$ cat src/hdl/channel_timer_allocator_assert.svh
// ---------------------------------------------------------------------------
// channel_timer_allocator assertion macros
// Concurrent assertion wrappers, compiled out when NO_ASSERTIONS is set.
// ---------------------------------------------------------------------------
`ifndef CHANNEL_TIMER_ALLOCATOR_ASSERT_SVH
`define CHANNEL_TIMER_ALLOCATOR_ASSERT_SVH

`ifndef NO_ASSERTIONS
`define CTA_ASSERT_NOW(label, clk, rst, ante, cons) \
   label: assert property (@(posedge clk) disable iff (rst) (ante) |-> (cons)) \
      else $error("assertion failed");
`define CTA_ASSERT_NEXT(label, clk, rst, ante, cons) \
   label: assert property (@(posedge clk) disable iff (rst) (ante) |=> (cons)) \
      else $error("assertion failed");
`else
`define CTA_ASSERT_NOW(label, clk, rst, ante, cons)
`define CTA_ASSERT_NEXT(label, clk, rst, ante, cons)
`endif

`endif

$ cat src/hdl/cta_pkg.sv
// ---------------------------------------------------------------------------
// cta_pkg
// Shared constants, op codes and types of the channel timer allocator.
// ---------------------------------------------------------------------------
`default_nettype none

package cta_pkg;

   localparam int MAX_CHANNELS     = 16;
   localparam int MAX_TIMERS       = 8;
   localparam int CHANNELS_DEFAULT = 16;
   localparam int TIMERS_DEFAULT   = 8;

   localparam int OP_W       = 2;
   localparam int CHAN_IN_W  = 8;
   localparam int CHAN_OUT_W = 4;
   localparam int COUNT_W    = 4;
   localparam int TIMER_IDX_W = 3;
   localparam int MAP_W      = MAX_CHANNELS * TIMER_IDX_W;

   localparam logic [OP_W-1:0] OP_ACQUIRE = 2'd0;
   localparam logic [OP_W-1:0] OP_RESERVE = 2'd1;
   localparam logic [OP_W-1:0] OP_RELEASE = 2'd2;
   localparam logic [OP_W-1:0] OP_COUNT   = 2'd3;

   typedef struct packed {
      logic                 fire;
      logic [OP_W-1:0]      op;
      logic [CHAN_IN_W-1:0] channel;
   } cta_cmd_type;

   typedef struct packed {
      logic                  granted;
      logic [CHAN_OUT_W-1:0] channel_out;
      logic [COUNT_W-1:0]    free_timers;
   } cta_result_type;

endpackage

`default_nettype wire

$ cat src/hdl/cta_channels.sv
// ---------------------------------------------------------------------------
// cta channel interfaces
// Valid/ready channels for requests, responses and the map register write.
// ---------------------------------------------------------------------------
`default_nettype none

interface cta_req_if;
   logic                          valid;
   logic                          ready;
   logic [cta_pkg::OP_W-1:0]      op;
   logic [cta_pkg::CHAN_IN_W-1:0] channel;
   modport source (output valid, op, channel, input ready);
   modport sink   (input valid, op, channel, output ready);
endinterface

interface cta_rsp_if;
   logic                           valid;
   logic                           ready;
   logic                           granted;
   logic [cta_pkg::CHAN_OUT_W-1:0] channel_out;
   logic [cta_pkg::COUNT_W-1:0]    free_timers;
   modport source (output valid, granted, channel_out, free_timers, input ready);
   modport sink   (input valid, granted, channel_out, free_timers, output ready);
endinterface

interface cta_csr_if;
   logic                      valid;
   logic                      ready;
   logic [cta_pkg::MAP_W-1:0] channel_timer_map;
   modport source (output valid, channel_timer_map, input ready);
   modport sink   (input valid, channel_timer_map, output ready);
endinterface

`default_nettype wire

$ cat src/hdl/channel_timer_allocator.sv
// ---------------------------------------------------------------------------
// channel_timer_allocator
// First-fit allocator of output channels that share timers.
// ---------------------------------------------------------------------------
// A request beat lands in an input register, is resolved against the channel
// and timer used masks combinationally, and its response sits in an output
// register until taken. One request is accepted every cycle while responses
// drain. The masks update when a request leaves the input register, so
// back-to-back requests see each other's effect. The map register is to be
// written through the csr port only while no request is in flight; the block
// itself does not enforce this.
`default_nettype none
`include "channel_timer_allocator_assert.svh"

module channel_timer_allocator #(
   parameter int CHANNELS = cta_pkg::CHANNELS_DEFAULT,
   parameter int TIMERS   = cta_pkg::TIMERS_DEFAULT
) (
   input wire logic clock,
   input wire logic reset,
   cta_req_if.sink   req_bus,
   cta_rsp_if.source rsp_bus,
   cta_csr_if.sink   csr_bus
);

   logic                         s1_valid_ff;
   logic                         s1_valid_in;
   logic [cta_pkg::OP_W-1:0]     s1_op_ff;
   logic [cta_pkg::CHAN_IN_W-1:0] s1_channel_ff;
   logic                         out_valid_ff;
   logic                         out_valid_in;
   cta_pkg::cta_result_type      out_data_ff;
   logic [cta_pkg::MAP_W-1:0]    map_ff;
   logic [cta_pkg::MAP_W-1:0]    map_in;

   logic                         advance;
   logic                         fire;
   logic                         req_take;
   cta_pkg::cta_cmd_type         cmd;
   cta_pkg::cta_result_type      result;

   assign advance         = !out_valid_ff || rsp_bus.ready;
   assign fire            = s1_valid_ff && advance;
   assign req_bus.ready   = !s1_valid_ff || advance;
   assign req_take        = req_bus.valid && req_bus.ready;
   assign csr_bus.ready   = 1'b1;

   assign cmd.fire    = fire;
   assign cmd.op      = s1_op_ff;
   assign cmd.channel = s1_channel_ff;

   cta_alloc #(
      .CHANNELS (CHANNELS),
      .TIMERS   (TIMERS)
   ) u_alloc (
      .clock  (clock),
      .reset  (reset),
      .cmd    (cmd),
      .map    (map_ff),
      .result (result)
   );

   always_comb begin
      s1_valid_in = s1_valid_ff;
      if (req_take) begin
         s1_valid_in = 1'b1;
      end else if (fire) begin
         s1_valid_in = 1'b0;
      end
   end

   assign out_valid_in = advance ? s1_valid_ff : out_valid_ff;
   assign map_in       = csr_bus.valid ? csr_bus.channel_timer_map : map_ff;

   always_ff @(posedge clock) begin
      if (reset) begin
         s1_valid_ff  <= 1'b0;
         out_valid_ff <= 1'b0;
         map_ff       <= '0;
      end else begin
         s1_valid_ff  <= s1_valid_in;
         out_valid_ff <= out_valid_in;
         map_ff       <= map_in;
      end
   end

   // hold payloads unless a beat moves
   always_ff @(posedge clock) begin
      if (req_take) begin
         s1_op_ff      <= req_bus.op;
         s1_channel_ff <= req_bus.channel;
      end
      if (fire) begin
         out_data_ff <= result;
      end
   end

   assign rsp_bus.valid       = out_valid_ff;
   assign rsp_bus.granted     = out_data_ff.granted;
   assign rsp_bus.channel_out = out_data_ff.channel_out;
   assign rsp_bus.free_timers = out_data_ff.free_timers;

   `CTA_ASSERT_NOW(a_stall_full, clock, reset, !req_bus.ready, s1_valid_ff && out_valid_ff)
   `CTA_ASSERT_NEXT(a_fire_fills, clock, reset, fire, out_valid_ff)
   `CTA_ASSERT_NOW(a_count_range, clock, reset, out_valid_ff,
                   out_data_ff.free_timers <= cta_pkg::COUNT_W'(TIMERS))
   `CTA_ASSERT_NOW(a_chan_granted, clock, reset,
                   out_valid_ff && (out_data_ff.channel_out != '0), out_data_ff.granted)

endmodule

`default_nettype wire

$ cat src/hdl/cta_alloc.sv
// ---------------------------------------------------------------------------
// cta_alloc
// Used masks and the first-fit select, reserve, release and free count.
// ---------------------------------------------------------------------------
`default_nettype none

module cta_alloc #(
   parameter int CHANNELS = cta_pkg::CHANNELS_DEFAULT,
   parameter int TIMERS   = cta_pkg::TIMERS_DEFAULT
) (
   input  wire logic                       clock,
   input  wire logic                       reset,
   input  wire cta_pkg::cta_cmd_type       cmd,
   input  wire logic [cta_pkg::MAP_W-1:0]  map,
   output cta_pkg::cta_result_type         result
);

   logic [CHANNELS-1:0]                  chan_used_ff;
   logic [CHANNELS-1:0]                  chan_used_in;
   logic [cta_pkg::MAX_TIMERS-1:0]       timer_used_ff;
   logic [cta_pkg::MAX_TIMERS-1:0]       timer_used_in;

   logic [cta_pkg::MAX_CHANNELS-1:0]     chan16;
   logic [cta_pkg::MAX_CHANNELS-1:0]     chan16_next;
   logic [cta_pkg::MAX_TIMERS-1:0]       timer_next;
   logic [cta_pkg::MAX_CHANNELS-1:0]     free16;
   logic [cta_pkg::TIMER_IDX_W-1:0]      tidx [cta_pkg::MAX_CHANNELS];
   logic                                 found;
   logic [cta_pkg::CHAN_OUT_W-1:0]       sel;
   logic [cta_pkg::CHAN_OUT_W-1:0]       ch4;
   logic                                 in_range;
   logic [cta_pkg::COUNT_W-1:0]          n_free;

   always_comb begin
      chan16 = cta_pkg::MAX_CHANNELS'(chan_used_ff);
      for (int c = 0; c < cta_pkg::MAX_CHANNELS; c++) begin
         tidx[c]   = map[c*cta_pkg::TIMER_IDX_W +: cta_pkg::TIMER_IDX_W];
         free16[c] = (c < CHANNELS) && !chan16[c] && !timer_used_ff[tidx[c]];
      end
   end

   // lowest free channel wins
   always_comb begin
      found = 1'b0;
      sel   = '0;
      for (int c = cta_pkg::MAX_CHANNELS - 1; c >= 0; c--) begin
         if (free16[c]) begin
            found = 1'b1;
            sel   = cta_pkg::CHAN_OUT_W'(c);
         end
      end
   end

   assign ch4      = cmd.channel[cta_pkg::CHAN_OUT_W-1:0];
   assign in_range = cmd.channel < cta_pkg::CHAN_IN_W'(CHANNELS);

   always_comb begin
      chan16_next        = chan16;
      timer_next         = timer_used_ff;
      result.granted     = 1'b0;
      result.channel_out = '0;
      case (cmd.op)
         cta_pkg::OP_ACQUIRE: begin
            if (found) begin
               chan16_next[sel]      = 1'b1;
               timer_next[tidx[sel]] = 1'b1;
               result.granted        = 1'b1;
               result.channel_out    = sel;
            end
         end
         cta_pkg::OP_RESERVE: begin
            if (in_range && free16[ch4]) begin
               chan16_next[ch4]      = 1'b1;
               timer_next[tidx[ch4]] = 1'b1;
               result.granted        = 1'b1;
            end
         end
         cta_pkg::OP_RELEASE: begin
            if (in_range) begin
               chan16_next[ch4]      = 1'b0;
               timer_next[tidx[ch4]] = 1'b0;
               result.granted        = 1'b1;
            end
         end
         cta_pkg::OP_COUNT: begin
            result.granted = 1'b1;
         end
         default: begin
            result.granted = 1'b1;
         end
      endcase

      // count timers below TIMERS only
      n_free = '0;
      for (int t = 0; t < cta_pkg::MAX_TIMERS; t++) begin
         if ((t < TIMERS) && !timer_next[t]) begin
            n_free = n_free + cta_pkg::COUNT_W'(1);
         end
      end
      result.free_timers = n_free;
   end

   assign chan_used_in  = cmd.fire ? CHANNELS'(chan16_next) : chan_used_ff;
   assign timer_used_in = cmd.fire ? timer_next : timer_used_ff;

   always_ff @(posedge clock) begin
      if (reset) begin
         chan_used_ff  <= '0;
         timer_used_ff <= '0;
      end else begin
         chan_used_ff  <= chan_used_in;
         timer_used_ff <= timer_used_in;
      end
   end

endmodule

`default_nettype wire
$ cat src/flat_wrapper.sv
// flat-port wrapper written by rule: the top's interface ports become plain ports
module channel_timer_allocator_flat 
#(
   parameter int CHANNELS = cta_pkg::CHANNELS_DEFAULT,
   parameter int TIMERS   = cta_pkg::TIMERS_DEFAULT
)
  (clock, reset, req_bus_valid, req_bus_op, req_bus_channel, req_bus_ready, rsp_bus_valid, rsp_bus_granted, rsp_bus_channel_out, rsp_bus_free_timers, rsp_bus_ready, csr_bus_valid, csr_bus_channel_timer_map, csr_bus_ready);
  cta_req_if req_bus_i ();
  cta_rsp_if rsp_bus_i ();
  cta_csr_if csr_bus_i ();
  input wire logic clock;
  input wire logic reset;
  input wire logic [$bits(req_bus_i.valid)-1:0] req_bus_valid;
  input wire logic [$bits(req_bus_i.op)-1:0] req_bus_op;
  input wire logic [$bits(req_bus_i.channel)-1:0] req_bus_channel;
  output wire logic [$bits(req_bus_i.ready)-1:0] req_bus_ready;
  output wire logic [$bits(rsp_bus_i.valid)-1:0] rsp_bus_valid;
  output wire logic [$bits(rsp_bus_i.granted)-1:0] rsp_bus_granted;
  output wire logic [$bits(rsp_bus_i.channel_out)-1:0] rsp_bus_channel_out;
  output wire logic [$bits(rsp_bus_i.free_timers)-1:0] rsp_bus_free_timers;
  input wire logic [$bits(rsp_bus_i.ready)-1:0] rsp_bus_ready;
  input wire logic [$bits(csr_bus_i.valid)-1:0] csr_bus_valid;
  input wire logic [$bits(csr_bus_i.channel_timer_map)-1:0] csr_bus_channel_timer_map;
  output wire logic [$bits(csr_bus_i.ready)-1:0] csr_bus_ready;
  assign req_bus_i.valid = req_bus_valid;
  assign req_bus_i.op = req_bus_op;
  assign req_bus_i.channel = req_bus_channel;
  assign req_bus_ready = req_bus_i.ready;
  assign rsp_bus_valid = rsp_bus_i.valid;
  assign rsp_bus_granted = rsp_bus_i.granted;
  assign rsp_bus_channel_out = rsp_bus_i.channel_out;
  assign rsp_bus_free_timers = rsp_bus_i.free_timers;
  assign rsp_bus_i.ready = rsp_bus_ready;
  assign csr_bus_i.valid = csr_bus_valid;
  assign csr_bus_i.channel_timer_map = csr_bus_channel_timer_map;
  assign csr_bus_ready = csr_bus_i.ready;
  channel_timer_allocator #(.CHANNELS(CHANNELS), .TIMERS(TIMERS)) u_core (.clock(clock), .reset(reset), .req_bus(req_bus_i), .rsp_bus(rsp_bus_i), .csr_bus(csr_bus_i));
endmodule
$ cat config.mk
export PLATFORM = sky130hd
export DESIGN_NAME = channel_timer_allocator_flat
export DESIGN_NICKNAME = d
export VERILOG_FILES = /design/src/hdl/cta_pkg.sv /design/src/hdl/cta_channels.sv /design/src/hdl/channel_timer_allocator.sv /design/src/hdl/cta_alloc.sv /design/src/flat_wrapper.sv
export VERILOG_INCLUDE_DIRS = /design/src /design/src/hdl
export SDC_FILE = /design/constraint.sdc
export NUM_CORES = 1
export LEC_CHECK = 0
export ABC_AREA = 1
export BUFFER_PORTS_ARGS = -buffer_cell sky130_fd_sc_hd__buf_4
export CAP_MARGIN = 10
export CORE_MARGIN = 10
export CORE_UTILIZATION = 56
export CTS_BUF_LIST = sky130_fd_sc_hd__clkbuf_8
export DETAILED_ROUTE_END_ITERATION = 10
export GPL_TIMING_DRIVEN = 1
export PLACE_DENSITY_LB_ADDON = 0.15
export SKIP_CTS_REPAIR_TIMING = 1
export SYNTH_ARGS = -nofsm -noshare
export SYNTH_HDL_FRONTEND = slang
export SYNTH_SLANG_ARGS = --single-unit
$ cat constraint.sdc
create_clock -name clock -period 5.7 [get_ports clock]
set_input_delay 0.855 -clock clock [delete_from_list [all_inputs] [get_ports clock]]
set_output_delay 0.855 -clock clock [all_outputs]
set_load 0.03 [all_outputs]
==> results.cfg <==
[status]
outcome = completed

[power_and_ir_drop]
combPwrFrac = 0.483
switching_share = 0.394
p_per_area_nw_per_um2 = 275
pwr-share-seq = 0.300
power.leakage_nw = 4.20
ir_drop_mv = 0.184
switchingPower_mw = 1.04
total_power_mw = 2.64
p_int_mw = 1.60
clockPowerShare = 0.217

[sta]
hold_viol = 0
skew_ps = 12.8
fin_crit_ps = 5590
tightest_slew_ps = 954
finalSetupViolations = 0
rsz0062_at_grt = true
max_freq_mhz = 179
period_share = 0.980
maxSlewViolCount = 0
slew_headroom = 0.362

[worst_setup_path]
critPathBufInv = 6
crit_path_max_fanout = 7
cp_top_family = simple AND/OR/NAND/NOR gates
endpoint_kind = flop
critPathLaunchType = flop
ff2ff_setup_slack_ps = 110
crit_arrival_ps = 5840
slowest_stage = dfxtp_2
critPathRequiredTime_ps = 5950
cpPeakStageDelay_ps = 350
crit_type = reg -> reg
crit_top_cell = nand2_2

[die]
start_util = 0.573
die_h_um = 134
num_rows = 41
ioPinCount = 75
dieArea_um2 = 17900
core-area_um2 = 12600
die_w_um = 134

[synth]
synthFlopType = dfxtp_1
syn_inst = 1117
synth.net_count = 1186
synth_top_area_share = 0.205
yosys.area.top_type = dfxtp_1
synth_edf_count = 19
syn_area_um2 = 7230
async_flop_share = 0
netlist_top_cells_area = dfxtp_1 20%, nand2_1 12%, edfxtp_1 7.9%
synth.avg_cell_area_um2 = 6.48
synth_cell_types = 50
seq_area_frac_synth = 0.284
synth_warnings = 0
ys_ff_latch = 93

[clocking]
clk_path_buf_depth = 2
cts_tree = built
htree_levels = 3
clk_latency_ps = 410
root_buffer = clkbuf_8
cts.sinks = 93
clk_pin_slew_worst_paths_ps = 100
cts-buffers-inserted = 9

[route]
first_pass_iters = 8
viasPerCell = 5.93
wire_per_inst_um = 18.6
final_antenna_net_count = 0
vias = 8775
wirelength_um = 27500
drt_iter0_markers = 1198
drt_drc_violations_left = 0

[place]
placed_cells = 1448
io_buffers = 73
place_congestion = 1.07
hpwl_um = 20300

[grt]
grt_pass1_wl_um = 41500
grt_usage = 0.285
grt_pass1_vias = 7946
grt_antenna_before_repair = 0
grt_remaining_overflow = 0
grt_max_degree = 82

[layout]
layoutNonFillerInstCount = 1480
drive_above_1_share = 0.312
antenna_cells = 0
area.growth.synth_to_final_pct = 32.6
fin_nets = 1372

[min_path]
worstHoldPathType = reg -> reg

[flow_run]
maxCapViolCount = 0
[cell usage after synthesis, types with 16 or more instances]
master / n
a211oi_1: 36
nor3_1: 16
o211ai_1: 21
dfxtp_1: 74
inv_2: 19
nand3_1: 82
nand2_1: 224
clkbuf_1: 40
o22ai_1: 18
nand4_1: 33
inv_1: 102
nor2_1: 110
nand2_2: 21
o21ai_0: 72
edfxtp_1: 19
a21oi_1: 105
nand3_2: 27
[registers in the layout, indices dropped and copies added, names as in the netlist]
| name | count |
|---|---|
| u_core.rsp_bus.channel_out | 4 |
| u_core.s1_valid_ff | 1 |
| u_core.rsp_bus.free_timers | 4 |
| u_core.u_alloc.timer_used_ff | 8 |
| u_core.s1_channel_ff | 8 |
| u_core.map_ff | 48 |
| u_core.s1_op_ff | 2 |
| u_core.rsp_bus.valid | 1 |
| u_core.u_alloc.chan16 | 16 |
| u_core.rsp_bus.granted | 1 |
[power groups by stage]
stage               clock network, mW  logic (mW)  registers [mW]
floorplan                           0       0.637           0.797
global placement                    0       0.999           0.798
detailed placement                  0        1.02           0.798
CTS                             0.566        1.02           0.784
global route                    0.592        1.38           0.795
finish                          0.571        1.27           0.791
[worst min-delay path: stages, from the launching register on]
cell,delay [ps]
dfxtp_1,320
a21oi_1,110
nor3_1,50
[metal layers]
layer  wire length [um]  part of all wire  GRT usage
met5                  0                 0          0
met4               1320             0.048      0.129
met3               2750              0.10     0.0707
met2              12600              0.46      0.457
met1              10900              0.39      0.352
[cells in the final DEF (no fill, tap or decap), types with 21 or more instances in the layout]
cell type / netlist / routed
buf_4: 9 / 229
nand2_1: 224 / 209
nor2_1: 110 / 106
a21oi_1: 105 / 100
inv_1: 102 / 99
nand3_1: 82 / 74
o21ai_0: 72 / 67
dfxtp_1: 74 / 59
a211oi_1: 36 / 36
nand2_2: 21 / 33
nand4_1: 33 / 33
nand3_2: 27 / 31
inv_2: 19 / 21
o211ai_1: 21 / 21
[worst paths after layout]
path	endpoint	start	cells after the start
worst max-delay path	u_core.rsp_bus.free_timers[1]$_DFFE_PP_	u_core.map_ff[34]$_SDFFE_PP0P_	47
worst min register to register	u_core.u_alloc.chan16[4]$_SDFFE_PP0P_	u_core.u_alloc.chan16[4]$_SDFFE_PP0P_	2
worst max register to register	u_core.rsp_bus.free_timers[1]$_DFFE_PP_	u_core.map_ff[34]$_SDFFE_PP0P_	47
worst min-delay path	u_core.u_alloc.chan16[4]$_SDFFE_PP0P_	u_core.u_alloc.chan16[4]$_SDFFE_PP0P_	2
[layout make-up]
| cell class | count | area [um2] |
|---|---|---|
| multi-input combinational | 836 | 4690 |
| fill | 1033 | 3030 |
| sequential | 93 | 2090 |
| timing repair buffer | 241 | 1890 |
| inverter | 122 | 463 |
| tap | 172 | 215 |
| clock inverter | 7 | 129 |
| clock buffer | 9 | 124 |
[cells by family (layout without fill, tap and decap cells)]
kind of cell,Yosys count,in the layout,synth area share
XOR/XNOR,2,2,0.00242
other,1,1,0.000518
buffers and inverters,190,379,0.111
AND/OR/NAND/NOR,543,545,0.366
AO/OA/AOI/OAI,282,282,0.226
adder cells (fa/ha/maj),6,6,0.0104
flip-flops,93,93,0.284
[through the flow]
| stage | worst slack, ps | setup TNS [ps] | utilization | hold slack [ps] | instance area (um2) |
|---|---|---|---|---|---|
| after floorplan | 178 | 0 | - | 480 | 7230 |
| after global placement | -310 | -762 | 0.702 | 497 | 8850 |
| after detailed placement | -371 | -937 | 0.702 | 497 | 8850 |
| after CTS | -413 | -1070 | 0.722 | 517 | 9110 |
| after global routing | -229 | -541 | 0.760 | 544 | 9590 |
| final | 114 | 0 | 0.760 | 516 | 9590 |
Power figures use the tool's default switching activity.
